===== config.mk =====
export PLATFORM = sky130hd
export DESIGN_NAME = cht_ctrl
export DESIGN_NICKNAME = d
export VERILOG_FILES = /design/src/rtl/cht_pkg.sv /design/src/rtl/cht_ctrl.sv
export SDC_FILE = /design/constraint.sdc
export NUM_CORES = 1
export LEC_CHECK = 0
export BUFFER_PORTS_ARGS = -buffer_cell sky130_fd_sc_hd__buf_2
export CAP_MARGIN = 5
export CORE_MARGIN = 5
export CORE_UTILIZATION = 30
export CTS_CLUSTER_SIZE = 8
export DETAILED_ROUTE_END_ITERATION = 16
export PLACE_DENSITY_LB_ADDON = 0.25
export SYNTH_ARGS = -nofsm -noshare
export SYNTH_HDL_FRONTEND = slang
export SYNTH_SLANG_ARGS = --single-unit

===== constraint.sdc =====
create_clock -name clk -period 1.9 [get_ports clk]
set_clock_uncertainty 0.2 [all_clocks]
set_input_delay 0.095 -clock clk [delete_from_list [all_inputs] [get_ports clk]]
set_output_delay 0.095 -clock clk [all_outputs]
set_load 0.1 [all_outputs]

===== src/rtl/cht_pkg.sv =====
// Shared types and codes for the chained hash table engine; no dependencies.
// Used by cht_div, cht_dp, cht_ctrl and chained_hash_table_engine.
package cht_pkg;

	localparam logic [1:0] KIND_INSERT = 2'd0;
	localparam logic [1:0] KIND_LOOKUP = 2'd1;
	localparam logic [1:0] KIND_REMOVE = 2'd2;

	localparam logic [1:0] ST_DONE     = 2'd0;
	localparam logic [1:0] ST_NOTFOUND = 2'd1;
	localparam logic [1:0] ST_FULL     = 2'd2;

	localparam int         DIV_DIGITS  = 16;  // 64-bit hash word, 4 bits per step
	localparam logic [7:0] CFG_RESET   = 8'd127;

	typedef struct packed {
		logic clr_step;   // zero one bucket head
		logic load;       // accept an input beat
		logic div_step;   // one radix-16 step of the modulo
		logic head_rd;    // read bucket head, write the new node on insert
		logic head_take;  // take head as first node, or link new node as head
		logic node_rd;    // read node at cur
		logic node_chk;   // compare/advance/unlink at cur
		logic out_load;   // present the result
	} cmd_t;

	typedef struct packed {
		logic clr_done;
		logic skip;       // no walk needed (unused kind, full arena)
		logic div_last;
		logic head_zero;
		logic walk_end;
		logic out_free;
	} sts_t;

endpackage


===== src/rtl/cht_ctrl.sv =====
// Controller FSM: sequences clear, modulo, head read, chain walk and result.
// Depends on cht_pkg.
module cht_ctrl (
	input  logic          clk,
	input  logic          arst_n,
	input  logic          in_valid,
	output logic          in_ready,
	input  cht_pkg::sts_t sts,
	output cht_pkg::cmd_t cmd
);

	typedef enum logic [7:0] {
		S_CLEAR = 8'b0000_0001,
		S_IDLE  = 8'b0000_0010,
		S_DIV   = 8'b0000_0100,
		S_HRD   = 8'b0000_1000,
		S_HCHK  = 8'b0001_0000,
		S_NRD   = 8'b0010_0000,
		S_NCHK  = 8'b0100_0000,
		S_RESP  = 8'b1000_0000
	} state_t;

	state_t state_q, state_nx;

	always_comb begin
		state_nx = state_q;
		cmd      = '0;
		in_ready = 1'b0;
		case (state_q)
			S_CLEAR: begin
				cmd.clr_step = 1'b1;
				if (sts.clr_done) state_nx = S_IDLE;
			end
			S_IDLE: begin
				in_ready = 1'b1;
				if (in_valid) begin
					cmd.load = 1'b1;
					state_nx = S_DIV;
				end
			end
			S_DIV: begin
				if (sts.skip) begin
					state_nx = S_RESP;
				end else begin
					cmd.div_step = 1'b1;
					if (sts.div_last) state_nx = S_HRD;
				end
			end
			S_HRD: begin
				cmd.head_rd = 1'b1;
				state_nx    = S_HCHK;
			end
			S_HCHK: begin
				cmd.head_take = 1'b1;
				state_nx      = sts.head_zero ? S_RESP : S_NRD;
			end
			S_NRD: begin
				cmd.node_rd = 1'b1;
				state_nx    = S_NCHK;
			end
			S_NCHK: begin
				cmd.node_chk = 1'b1;
				state_nx     = sts.walk_end ? S_RESP : S_NRD;
			end
			S_RESP: begin
				if (sts.out_free) begin
					cmd.out_load = 1'b1;
					state_nx     = S_IDLE;
				end
			end
			default: state_nx = S_IDLE;
		endcase
	end

	always_ff @(posedge clk or negedge arst_n) begin
		if (!arst_n) state_q <= S_CLEAR;
		else state_q <= state_nx;
	end

endmodule


=== Word level (Yosys, flattened, before mapping) ===
Index checks and enable logic that the tools add are counted.

* Register bits: 8
* Input port bits: 9
* Word-level logic and storage cells: 34

* Equality and inequality tests: 12
* Mux-type cells: 20
* Reduce and logical (&&, ||, !) cells: 1

{| class="wikitable"
|+ Operators by type and width
! operator !! number
|-
| one-hot mux 8 bit (8 select lines) || 1
|-
| 2-to-1 mux 8 bit || 7
|-
| 2-to-1 mux 1 bit || 12
|-
| equality test 8 x 1 -> 1 bit (second input constant) || 1
|-
| equality test 8 x 2 -> 1 bit (second input constant) || 1
|-
| equality test 8 x 3 -> 1 bit (second input constant) || 1
|-
| equality test 8 x 4 -> 1 bit (second input constant) || 1
|-
| equality test 8 x 5 -> 1 bit (second input constant) || 1
|-
| equality test 8 x 6 -> 1 bit (second input constant) || 1
|-
| equality test 8 x 7 -> 1 bit (second input constant) || 1
|-
| equality test 8 bit (second input constant) || 1
|-
| != test 2 bit (second input constant) || 3
|-
| AND reduction 4 bit || 1
|-
| != test 3 bit (second input constant) || 1
|}

=== Logic depth before layout (Yosys ltp) ===
* Depth after elaboration: 3
* Mapped depth: 5
* Depth with buffers taken out: 5

=== Least setup slack after synthesis ===
Ideal clock, no wire load.

* Path type: flip-flop to flip-flop
* Start: reg state_q[6]
* End: reg state_q[2]
* Library setup time: 0.072 ns
* Arrival: 3.521 ns
* Path slack: -1.894 ns
* Stages on the path, launching flop included: 5
* Path buffers: 0
* Clock period less this slack: 3.794 ns
* Path through: dfrtp_1 > nor4_1 > nand2_1 > nor3_1 > a21o_1

* Longest elaborated chain between the ends: 3
* Elaborated cells on any way between the ends: 14
* Classes of those cells: eq/ne (12); mux (1); reduce/logical (1)

{| class="wikitable"
|+ Ends and longest elaborated chain
! element !! RTL line !! text
|-
| start: declaration || cht_ctrl.sv:23 || <nowiki>state_t state_q, state_nx;</nowiki>
|-
| start signal: assignment || cht_ctrl.sv:77 || <nowiki>else state_q <= state_nx;</nowiki>
|-
| equality test 8 x 3 -> 1 bit, or another cell as far along || cht_ctrl.sv:29 || <nowiki>case (state_q)</nowiki>
|-
| != test 3 bit (no source line) or != test 2 bit (tied branches) || -- ||
|-
| AND reduction 4 bit (no source line) || -- ||
|}

Parallel ways exist; a longest one is shown, timed or not.
A chain may end at the register's enable or synchronous reset.

==> summary.md <==
| Metric | Value |
|---|---|
| Outcome | complete, but fails checks |
| Failing checks | negative setup slack |
| Most frequent cells in the layout | 20 x buf_4, 9 x buf_12, 8 x buf_2, 7 x dlygate4sd3_1, 6 x buf_6 |
| Maximum VDD drop | 0.9628 mV |
| Seq pwr share | 0.174 |
| Switching share of power | 0.4491 |
| CP Data Required Time | 1.60 ns |
| Avg Cell Area, Syn | 9.659 µm² |
| Pwr Density | 1216 nW/µm² |
| Final antenna-violating net count | 0 |
| CTS Root Cell | clkbuf_4 |
| Clk buf depth | 2 |
| Hold crit path type | in -> reg |
| Biggest register | state_q |
| Syn_nets | 59 |
| Antenna violations before repair | 0 |
| Largest net degree at the start of global routing | 9 |
| Total wire length | 1853 µm |
| Row cnt | 14 |
| Vias in the first global route | 632 |
| Max Fclk | 442.8 MHz |
| DIE AREA | 2513 µm² |
| CTS tree | done |
| R2R Setup Slk | -0.31 ns |
| Place WS | -0.09974 ns |
| Slew Viols, Final | 0 |
| Die W | 50.13 µm |
| Initial DRC count | 5 |
| Ys Warns | 0 |
| Setup TNS Final | -1.347 ns |
| Placer Congestion | 0.7792 |
| Layout net count | 114 |
| LEAKAGE | 0.0005287 µW |
| Clock share of power | 0.108 |
| Routed via count | 627 |
| H-tree levels | 1 |
| Final worst-path cycle share | 1.189 |
| Yosys cell types | 27 |
| Dpl hpwl | 1109 µm |
| Slew @ Worst Pin | 0.3208 ns |
| Hold Fails Final Rpt | 0 |
| Combinational power share | 0.717 |
| Buffers on Ports | 17 |
| Share of post-route cells with drive strength above 1 | 0.6154 |
| Mapped cell area | 483.0 µm² |
| Die Y | 50.13 µm |
| RSZ-0062 raised after global routing | yes |
| Area grow syn2layout | 132.6% |
| Critical path class | reg -> out |
| Tot GR Track Use | 0.1499 |
| Power Total | 1367 µW |
| Period minus WS final | 2.258 ns |
| DRC | 0 |
| Hold slack | 0.02455 ns |
| Sequential-to-total area share from yosys stat | 0.4171 |
| # IOs | 18 |
| Synth Instances | 50 |
| Starting Density | 0.3169 |
| Sw power | 613.8 µW |
| Clock Sinks | 8 |
| Worst slew margin | 0.7845 |
| Clock latency on the worst-skew pair | 0.26 ns |
| # diodes | 0 |
| GRT overflow | 0 |
| Total iterations of the first detailed-routing run | 4 |
| Crit path capture type | primary output |
| WP data arrival | 1.96 ns |
| Max Cap Viol | 0 |
| Via density per instance | 5.225 |
| Core box area | 1524 µm² |
| Int Power | 753.0 µW |
| Clock Pin Slew Worst Setup and Hold Paths | 0.06 ns |
| First-pass GRT wire length | 2863 µm |
| Max reg flops | 8 |
| Worst setup margin | -0.3585 ns |
| Core Util, Final | 0.7373 |
| Drt wl/cell | 15.44 µm |
| Startpoint types | flop |
| Commonest non-fill, non-tap cell in the layout | buf_4 |
| Setup-failing EPs final | 8 |
| TritonCTS buffer count | 3 |
| Largest regs | state_q (8) |
| Crit Path Max Fanout | 2 |
| Yosys reg bits | 8 |
[power by group through the flow]
stage / Clock, µW / Combinational (µW) / Sequential (µW)
finish: 148 / 980 / 238
floorplan: 0 / 457 / 252
global route: 165 / 1030 / 240
global placement: 0 / 748 / 235
detailed placement: 0 / 759 / 237
CTS: 153 / 867 / 235
[path summary, 6_finish.rpt]
check	startpoint	to	depth (start not counted)
worst max-delay path	state_q[4]	cmd[0]	4
worst min-delay path	sts[0]	state_q[1]	3
worst max register to register	state_q[4]	state_q[1]	6
worst min register to register	state_q[2]	state_q[4]	3
max in group asynchronous	arst_n	state_q[0]	2
min in group asynchronous	arst_n	state_q[3]	2
[layout make-up]
type                            instances  area, µm²
Timing Repair Buffer                   50      508.0
Fill cell                             104      400.4
Multi-Input combinational cell         37      341.6
Sequential cell                         8      205.2
Clock buffer                            4      26.28
Inverter                                5      22.52
Tap cell                               16      20.02
[what timing repair did]
action	in CTS	in global routing
setup endpoints to repair	9	10
hold buffers	7	0
pin swaps	6	8
endpoints found under the hold margin	14	0
setup buffers	8	11
resized for setup	6	4
[Yosys cell counts]
| library cell | count | area (µm²) |
|---|---|---|
| nor2_1 | 5 | 18.77 |
| nor4b_1 | 2 | 17.52 |
| a221o_1 | 1 | 10.01 |
| o32ai_1 | 1 | 8.760 |
| o22ai_1 | 1 | 6.260 |
| nor3_1 | 1 | 5.000 |
| o221ai_2 | 1 | 15.01 |
| nand3_1 | 1 | 5.000 |
| o21ai_0 | 1 | 5.000 |
| dfrtp_1 | 7 | 175.2 |
| nor3b_1 | 2 | 15.01 |
| dfstp_2 | 1 | 26.28 |
| xor2_1 | 1 | 8.760 |
| or2b_1 | 1 | 7.510 |
| inv_1 | 5 | 18.77 |
| and2_1 | 1 | 6.260 |
| a21o_1 | 1 | 7.510 |
| xnor2_1 | 1 | 8.760 |
| nand2_1 | 3 | 11.26 |
| nand4b_1 | 1 | 8.760 |
| nor4_1 | 3 | 18.77 |
| or4_4 | 1 | 11.26 |
| nor2b_1 | 1 | 6.260 |
| nand3b_1 | 1 | 7.510 |
| or4_1 | 1 | 7.510 |
| and4b_1 | 4 | 40.04 |
| nand2b_1 | 1 | 6.260 |
[cell families (layout without fill, tap and decap cells)]
family	after synthesis	in the layout	synth area share
AOI/OAI and AO/OA	6	6	0.1088
xor gates and xnor gates	2	2	0.03628
buffers and inverters	5	59	0.03886
and+or+nand+nor	29	29	0.3990
DFF	8	8	0.4171
[worst max-delay path: stages (launching register included)]
cell and delay (ns):
dfrtp_2 0.41, or4_4 0.54, or4_4 0.45, nor2_4 0.12, buf_12 0.18
[metrics by stage]
stage	cells	area, µm²
after floorplan	50	556.8
after CTS	109	1025
after detailed placement	90	849.6
after global placement	90	849.6
after global routing	120	1124
final	120	1124
[per-layer routing]
layer  GRT usage  wire length (µm)
met2      0.2699              1002
met1      0.1554               692
met3     0.04819               122
met5           0                 0
met4     0.06550                37
(Power assumes the default switching activity.)
